$ cat src/rocf_pkg.sv
package rocf_pkg;

  localparam int DistW   = 16;
  localparam int EnergyW = 8;
  localparam int InDataW = 56;
  localparam int OutDataW = 56;
  localparam int AddrW   = 4;

  // register byte addresses
  localparam logic [AddrW-1:0] AddrDistBand   = 4'h0;
  localparam logic [AddrW-1:0] AddrEnergyBand = 4'h4;
  localparam logic [AddrW-1:0] AddrPinMode    = 4'h8;

  typedef struct packed {
    logic               frame_valid;
    logic               still_present;
    logic               move_present;
    logic [DistW-1:0]   still_distance;
    logic [DistW-1:0]   move_distance;
    logic [EnergyW-1:0] still_energy;
    logic [EnergyW-1:0] move_energy;
  } frame_t;

  typedef struct packed {
    logic [1:0]         target_state;
    logic [DistW-1:0]   still_distance;
    logic [DistW-1:0]   move_distance;
    logic [EnergyW-1:0] still_energy;
    logic [EnergyW-1:0] move_energy;
    logic               still_presence_changed;
    logic               move_presence_changed;
    logic               still_distance_changed;
    logic               move_distance_changed;
    logic               still_energy_changed;
    logic               move_energy_changed;
  } result_t;

  typedef struct packed {
    logic [DistW-1:0]   distance_deadband;
    logic [EnergyW-1:0] energy_deadband;
    logic               pin_presence_mode;
  } cfg_t;

endpackage

$ cat src/rocf_cfg.sv
module rocf_cfg (
  input  logic                        clk,
  input  logic                        rst,
  input  logic                        psel,
  input  logic                        penable,
  input  logic                        pwrite,
  input  logic [rocf_pkg::AddrW-1:0]  paddr,
  input  logic [31:0]                 pwdata,
  output logic [31:0]                 prdata,
  output logic                        pready,
  output rocf_pkg::cfg_t              cfg
);

  logic wr_en;

  assign pready = 1'b1;
  assign wr_en  = psel && penable && pwrite;

  always_ff @(posedge clk) begin
    if (rst) begin
      cfg <= '0;
    end else if (wr_en) begin
      case (paddr)
        rocf_pkg::AddrDistBand:   cfg.distance_deadband <= pwdata[rocf_pkg::DistW-1:0];
        rocf_pkg::AddrEnergyBand: cfg.energy_deadband   <= pwdata[rocf_pkg::EnergyW-1:0];
        rocf_pkg::AddrPinMode:    cfg.pin_presence_mode <= pwdata[0];
        default: ;
      endcase
    end
  end

  always_comb begin
    case (paddr)
      rocf_pkg::AddrDistBand:
        prdata = {{(32-rocf_pkg::DistW){1'b0}}, cfg.distance_deadband};
      rocf_pkg::AddrEnergyBand:
        prdata = {{(32-rocf_pkg::EnergyW){1'b0}}, cfg.energy_deadband};
      rocf_pkg::AddrPinMode:
        prdata = {31'd0, cfg.pin_presence_mode};
      default:
        prdata = 32'd0;
    endcase
  end

endmodule

$ cat src/rocf_core.sv
module rocf_core (
  input  logic              clk,
  input  logic              rst,
  input  logic              adv,
  input  rocf_pkg::frame_t  frame,
  input  rocf_pkg::cfg_t    cfg,
  output rocf_pkg::result_t res,
  output logic              emit
);

  logic                          awaiting_first;
  logic [1:0]                    held_presence;
  logic [rocf_pkg::DistW-1:0]    held_still_distance;
  logic [rocf_pkg::DistW-1:0]    held_move_distance;
  logic [rocf_pkg::EnergyW-1:0]  held_still_energy;
  logic [rocf_pkg::EnergyW-1:0]  held_move_energy;

  logic [1:0]                    pres;
  logic [rocf_pkg::DistW-1:0]    sd_diff, md_diff;
  logic [rocf_pkg::EnergyW-1:0]  se_diff, me_diff;
  logic                          sd_over, md_over, se_over, me_over;
  logic                          c_sp, c_mp, c_sd, c_md, c_se, c_me;
  logic                          take;

  assign pres = {frame.move_present, frame.still_present};

  always_comb begin
    sd_diff = (held_still_distance > frame.still_distance) ?
              held_still_distance - frame.still_distance :
              frame.still_distance - held_still_distance;
    md_diff = (held_move_distance > frame.move_distance) ?
              held_move_distance - frame.move_distance :
              frame.move_distance - held_move_distance;
    se_diff = (held_still_energy > frame.still_energy) ?
              held_still_energy - frame.still_energy :
              frame.still_energy - held_still_energy;
    me_diff = (held_move_energy > frame.move_energy) ?
              held_move_energy - frame.move_energy :
              frame.move_energy - held_move_energy;
  end

  assign sd_over = sd_diff > cfg.distance_deadband;
  assign md_over = md_diff > cfg.distance_deadband;
  assign se_over = se_diff > cfg.energy_deadband;
  assign me_over = me_diff > cfg.energy_deadband;

  // first frame forces every flag, but pin mode keeps the presence flags clear
  assign c_sp = !cfg.pin_presence_mode && (awaiting_first || (held_presence[0] != pres[0]));
  assign c_mp = !cfg.pin_presence_mode && (awaiting_first || (held_presence[1] != pres[1]));
  assign c_sd = awaiting_first || sd_over;
  assign c_md = awaiting_first || md_over;
  assign c_se = awaiting_first || se_over;
  assign c_me = awaiting_first || me_over;

  assign emit = frame.frame_valid && (c_sp || c_mp || c_sd || c_md || c_se || c_me);
  assign take = adv && frame.frame_valid;

  always_comb begin
    res.target_state           = pres;
    res.still_distance         = frame.still_distance;
    res.move_distance          = frame.move_distance;
    res.still_energy           = frame.still_energy;
    res.move_energy            = frame.move_energy;
    res.still_presence_changed = c_sp;
    res.move_presence_changed  = c_mp;
    res.still_distance_changed = c_sd;
    res.move_distance_changed  = c_md;
    res.still_energy_changed   = c_se;
    res.move_energy_changed    = c_me;
  end

  always_ff @(posedge clk) begin
    if (rst) begin
      awaiting_first      <= 1'b1;
      held_presence       <= '0;
      held_still_distance <= '0;
      held_move_distance  <= '0;
      held_still_energy   <= '0;
      held_move_energy    <= '0;
    end else if (take) begin
      awaiting_first <= 1'b0;
      held_presence  <= pres;
      if (c_sd) held_still_distance <= frame.still_distance;
      if (c_md) held_move_distance  <= frame.move_distance;
      if (c_se) held_still_energy   <= frame.still_energy;
      if (c_me) held_move_energy    <= frame.move_energy;
    end
  end

endmodule

$ cat src/presence_report_on_change_filter.sv
// channel | dir | width                    | contents
// s_axis  | in  | tdata 56, tuser 1        | one presence frame per request
// m_axis  | out | tdata 56                 | one report per changed frame
// apb     | in  | paddr 4, data 32         | deadbands and pin mode
//
// one frame per cycle sustained while reports are not stalled; a report passes through
// the input register, then the result register
// held values update as a frame passes from the input register to the result register
// a stalled report holds the input register; frames without a report drain freely
// rst is synchronous and clears config, held values and both stages
module presence_report_on_change_filter (
  input  logic        clk,
  input  logic        rst,
  input  logic        s_axis_tvalid,
  output logic        s_axis_tready,
  // [0] still_present, [1] move_present, [17:2] still_distance,
  // [33:18] move_distance, [41:34] still_energy, [49:42] move_energy
  input  logic [55:0] s_axis_tdata,
  // [0] frame_valid
  input  logic        s_axis_tuser,
  output logic        m_axis_tvalid,
  input  logic        m_axis_tready,
  // [1:0] target_state, [17:2] out_still_distance, [33:18] out_move_distance,
  // [41:34] out_still_energy, [49:42] out_move_energy, [50] still_presence_changed,
  // [51] move_presence_changed, [52] still_distance_changed,
  // [53] move_distance_changed, [54] still_energy_changed, [55] move_energy_changed
  output logic [55:0] m_axis_tdata,
  input  logic        psel,
  input  logic        penable,
  input  logic        pwrite,
  input  logic [3:0]  paddr,
  input  logic [31:0] pwdata,
  output logic [31:0] prdata,
  output logic        pready
);

  rocf_pkg::cfg_t    cfg;
  rocf_pkg::frame_t  in_frame;
  rocf_pkg::frame_t  s1_frame;
  logic              s1_valid;
  rocf_pkg::result_t res;
  rocf_pkg::result_t out_res;
  logic              out_valid;
  logic              emit;
  logic              adv;

  rocf_cfg u_cfg (
    .clk     (clk),
    .rst     (rst),
    .psel    (psel),
    .penable (penable),
    .pwrite  (pwrite),
    .paddr   (paddr),
    .pwdata  (pwdata),
    .prdata  (prdata),
    .pready  (pready),
    .cfg     (cfg)
  );

  always_comb begin
    in_frame.frame_valid    = s_axis_tuser;
    in_frame.still_present  = s_axis_tdata[0];
    in_frame.move_present   = s_axis_tdata[1];
    in_frame.still_distance = s_axis_tdata[17:2];
    in_frame.move_distance  = s_axis_tdata[33:18];
    in_frame.still_energy   = s_axis_tdata[41:34];
    in_frame.move_energy    = s_axis_tdata[49:42];
  end

  assign adv           = s1_valid && (!out_valid || m_axis_tready || !emit);
  assign s_axis_tready = !s1_valid || adv;

  always_ff @(posedge clk) begin
    if (rst) begin
      s1_valid <= 1'b0;
    end else if (s_axis_tready) begin
      s1_valid <= s_axis_tvalid;
    end
  end

  always_ff @(posedge clk) begin
    if (s_axis_tready && s_axis_tvalid) begin
      s1_frame <= in_frame;
    end
  end

  rocf_core u_core (
    .clk   (clk),
    .rst   (rst),
    .adv   (adv),
    .frame (s1_frame),
    .cfg   (cfg),
    .res   (res),
    .emit  (emit)
  );

  always_ff @(posedge clk) begin
    if (rst) begin
      out_valid <= 1'b0;
    end else if (adv && emit) begin
      out_valid <= 1'b1;
    end else if (m_axis_tready) begin
      out_valid <= 1'b0;
    end
  end

  always_ff @(posedge clk) begin
    if (adv && emit) begin
      out_res <= res;
    end
  end

  assign m_axis_tvalid = out_valid;
  assign m_axis_tdata  = {out_res.move_energy_changed, out_res.still_energy_changed,
                          out_res.move_distance_changed, out_res.still_distance_changed,
                          out_res.move_presence_changed, out_res.still_presence_changed,
                          out_res.move_energy, out_res.still_energy,
                          out_res.move_distance, out_res.still_distance,
                          out_res.target_state};

endmodule

$ cat config.mk
export PLATFORM = sky130hd
export DESIGN_NAME = presence_report_on_change_filter
export DESIGN_NICKNAME = d
export VERILOG_FILES = /design/src/rocf_pkg.sv /design/src/rocf_cfg.sv /design/src/rocf_core.sv /design/src/presence_report_on_change_filter.sv
export SDC_FILE = /design/constraint.sdc
export NUM_CORES = 1
export LEC_CHECK = 0
export ABC_AREA = 1
export BUFFER_PORTS_ARGS = -buffer_cell sky130_fd_sc_hd__buf_2
export CAP_MARGIN = 25
export CORE_UTILIZATION = 60
export CTS_CLUSTER_SIZE = 16
export DETAILED_ROUTE_END_ITERATION = 7
export GPL_ROUTABILITY_DRIVEN = 0
export PLACE_DENSITY_LB_ADDON = 0.12
export SLEW_MARGIN = 20
export SYNTH_ARGS = -nofsm -noshare
export SYNTH_HDL_FRONTEND = slang
export SYNTH_SLANG_ARGS = --single-unit
$ cat constraint.sdc
create_clock -name clk -period 13.4 [get_ports clk]
set_clock_uncertainty 0.05 [all_clocks]
set_input_delay 1.34 -clock clk [delete_from_list [all_inputs] [get_ports clk]]
set_output_delay 1.34 -clock clk [all_outputs]
set_load 0.01 [all_outputs]
==> impl_metrics.json <==
{
  "fin_setup_tns_ps": 0,
  "chipHeight_um": 148,
  "ir_drop_mv": 0.0764,
  "drt_first_iter_violations": 732,
  "dr_total_vias": 10949,
  "clock_sinks": 185,
  "synth-edff-count": 107,
  "clock_latency_ps": 450,
  "fillers": 1781,
  "cts_buffers": 17,
  "worstPathArrival_ps": 6110,
  "drc_violation_count_after_routing": 0,
  "whs_ps": 410,
  "layoutNonFillerInstCount": 2065,
  "rsz0062_at_grt": "false",
  "nets": 2024,
  "detail_route.wl_per_cell_um": 14.4,
  "grt_max_degree": 77,
  "post_drt_via_cell_ratio": 5.30,
  "global_route_wire_length_before_repair_um": 49700,
  "crit_path_cell_trace": "inv_1 > ha_1 > nand2_1 > nor2_1 > a21oi_1 > o21ai_1 > nand2_2 > inv_2 > nand2_1 > nand2_1 > inv_1 > ha_1 > nand2_1 > nor3_1 > nand3_1 > nand2_1 > nand4_2 > nand2_4 > nand3_1 > inv_2 > buf_4",
  "cts_setup_buffers": 0,
  "first_global_vias": 10754,
  "clockRootBuffer": "sky130_fd_sc_hd__clkbuf_16",
  "setup_viol": 0,
  "cellPowerDensity_nw_per_um2": 111,
  "yosys_warnings": 0,
  "clock_path_buffers": 2,
  "core_region_area_um2": 21000,
  "top_cell_type_by_total_area_after_synthesis": "sky130_fd_sc_hd__edfxtp_1",
  "floorplan.die_area_um2": 22000,
  "io_port_bufs": 151,
  "core.rowCount": 53,
  "cp_common_cell": "sky130_fd_sc_hd__nand2_1",
  "power.leakage_uw": 0.00703,
  "post-dp-hpwl_um": 21500,
  "critPathKind": "reg2reg",
  "antenna_violations_before_repair": 1,
  "share_of_post_route_cells_with_drive_strength_above_1_pct": 11.9,
  "yosys_cell_types": 47,
  "timing.final.crit_share_pct": 45.3,
  "remaining_max_slew_budget_at_the_tightest_pin_pct": 42.8,
  "detail_route.wirelength_um": 29700,
  "timing_worst_slew_pin_value_ps": 857,
  "cp_max_fo": 54,
  "hold_viol": 0,
  "area_delta_synth_final_pct": 11.1,
  "synthesis.area_per_instance_um2": 7.78,
  "ys_seq_elements": 185,
  "crit_path_time_final_ps": 6070,
  "hold_buffers": 0,
  "cap_viol_max_count": 0,
  "grtUsageTotal_pct": 28.2,
  "end_kind": "flop",
  "clk_pin_slew_worst_paths_ps": 70,
  "syn_area_um2": 12800,
  "slew_viol_final": 0,
  "fp.dieW_um": 148,
  "grt-ovfl-total": 0,
  "yosysSeqAreaShare_pct": 37.2,
  "multi_input_area_um2": 6600,
  "tritoncts": "yes",
  "route.antenna.remaining_nets": 0,
  "clock_tree.htree_level_count": 4,
  "top_level_ports": 191,
  "first_pass_iters": 6,
  "req_time_crit_path_ps": 13440,
  "final-seq-area_um2": 4770,
  "cts-resized-gates": 0,
  "async_flop_share_pct": 0,
  "max_freq_mhz": 165,
  "floorplan.initialDensity_pct": 61.1,
  "worstHoldPathType": "reg2reg",
  "finalCoreUtilization_pct": 67.9,
  "crit_path_launch_type": "flop",
  "synth_common_cells": "sky130_fd_sc_hd__nand2_1 (376), sky130_fd_sc_hd__inv_1 (302), sky130_fd_sc_hd__ha_1 (140), sky130_fd_sc_hd__a21oi_1 (124), sky130_fd_sc_hd__nor2_1 (119)",
  "max_stage_delay_ps": 580,
  "worst_path_max_delay_cell": "sky130_fd_sc_hd__nand2_4",
  "placed_cells_incl_taps": 2032,
  "rr_startpoint": "s1_frame[21]$_DFFE_PP_",
  "post-synth-top-count-cell": "sky130_fd_sc_hd__nand2_1",
  "synth_area_leaders": "sky130_fd_sc_hd__edfxtp_1 (25%), sky130_fd_sc_hd__ha_1 (14%), sky130_fd_sc_hd__dfxtp_1 (12%), sky130_fd_sc_hd__nand2_1 (11%), sky130_fd_sc_hd__inv_1 (8.8%)",
  "min_from": "s1_frame[15]$_DFFE_PP_",
  "startpoint": "s1_frame[21]$_DFFE_PP_",
  "outcome": "completed",
  "synthesis.instances": 1651,
  "synth_top_area_share_pct": 25.0,
  "postSynth.topFlopCell": "sky130_fd_sc_hd__edfxtp_1"
}
## layout by cell type, fill, tap and decap left out, types with 4 or more instances in the layout
master	synthesis	final
sky130_fd_sc_hd__nor2_1	119	119
sky130_fd_sc_hd__inv_1	302	299
sky130_fd_sc_hd__o221ai_1	5	5
sky130_fd_sc_hd__o21ai_1	8	8
sky130_fd_sc_hd__ha_1	140	140
sky130_fd_sc_hd__inv_2	8	11
sky130_fd_sc_hd__xnor2_1	10	10
sky130_fd_sc_hd__fa_1	8	8
sky130_fd_sc_hd__xor2_1	59	59
sky130_fd_sc_hd__nand3_1	37	37
sky130_fd_sc_hd__nand4_1	58	58
sky130_fd_sc_hd__a21oi_1	124	124
sky130_fd_sc_hd__o22ai_1	7	7
sky130_fd_sc_hd__nor3_1	14	14
sky130_fd_sc_hd__a21o_1	7	7
sky130_fd_sc_hd__nand2_1	376	376
sky130_fd_sc_hd__buf_2	16	151
sky130_fd_sc_hd__o21bai_1	6	6
sky130_fd_sc_hd__clkbuf_16	0	17
sky130_fd_sc_hd__edfxtp_1	107	107
sky130_fd_sc_hd__o21ai_0	74	74
sky130_fd_sc_hd__buf_4	20	4
sky130_fd_sc_hd__dfxtp_1	78	78
sky130_fd_sc_hd__o211ai_1	4	4
sky130_fd_sc_hd__clkbuf_1	16	4
sky130_fd_sc_hd__nand2_2	4	4
sky130_fd_sc_hd__conb_1	2	17
## through the flow
| step | setup slack, ps | power (uW) | instance area, um2 |
|---|---|---|---|
| after floorplan | 8460 | 966 | 12900 |
| after detailed placement | 7460 | 1050 | 13700 |
| after CTS | 7340 | 1590 | 14300 |
| final | 7330 | 1580 | 14300 |
| after global placement | 7590 | 1040 | 13700 |
| after global routing | 6790 | 1680 | 14300 |
## critical path, delay by kind of cell, from the launching register on
| family | cells | cell delay [ps] |
|---|---|---|
| AOI/OAI and AO/OA | 2 | 340 |
| adders and majority gates | 2 | 700 |
| buffers and inverters | 5 | 1480 |
| DFF | 1 | 430 |
| and+or+nand+nor | 12 | 2660 |
## cells by family after synthesis
| family | after synthesis | share of synthesized area [%] |
|---|---|---|
| buf+inv | 374 | 11.9 |
| flops | 185 | 37.2 |
| xor+xnor | 69 | 4.70 |
| simple gates | 619 | 20.3 |
| mux | 3 | 0.263 |
| other cells | 2 | 0.0585 |
| compound gates | 251 | 10.7 |
| fa+ha+maj | 148 | 14.9 |
## routing by layer
layer | global-route usage, % | routed length, um | up-vias
met2 | 47.1 | 13900 | 318
met1 | 35.7 | 13400 | 5026
li1 | - | - | 5547
met3 | 5.25 | 1600 | 58
met4 | 11.6 | 809 | 0
met5 | 0 | 0 | -
## cell type report
cell class / instances / area share (%)
antenna: 1 / 0.0175
clock buffer: 21 / 3.09
clock inverter: 11 / 1.13
inverter: 310 / 8.15
multi-input combinational: 1107 / 46.3
sequential: 185 / 33.4
tap: 275 / 2.41
timing repair buffer: 155 / 5.50
## sequential cells by signal (all words and copies together), names as in the netlist
name                        count
m_axis_tdata                   56
m_axis_tvalid                   1
s1_frame                       51
s1_valid                        1
u_cfg.cfg                      25
u_core.awaiting_first           1
u_core.held_move_distance      16
u_core.held_move_energy         8
u_core.held_presence            2
u_core.held_still_distance     16
u_core.held_still_energy        8
## worst paths after layout
path	endpoint	slack, ps	cells after the start
max	m_axis_tdata[14]$_DFFE_PP_	7330	21
min	m_axis_tdata[41]$_DFFE_PP_	410	0
max reg2reg	m_axis_tdata[14]$_DFFE_PP_	7330	21
min reg2reg	m_axis_tdata[41]$_DFFE_PP_	410	0
## power breakdown
group / leakage, uW / internal, uW / switching [uW]
clock network: 0.000291 / 299 / 233
registers: 0.00163 / 626 / 14.4
logic: 0.00511 / 154 / 254
Note: power is estimated with default switching activity, not from simulation.
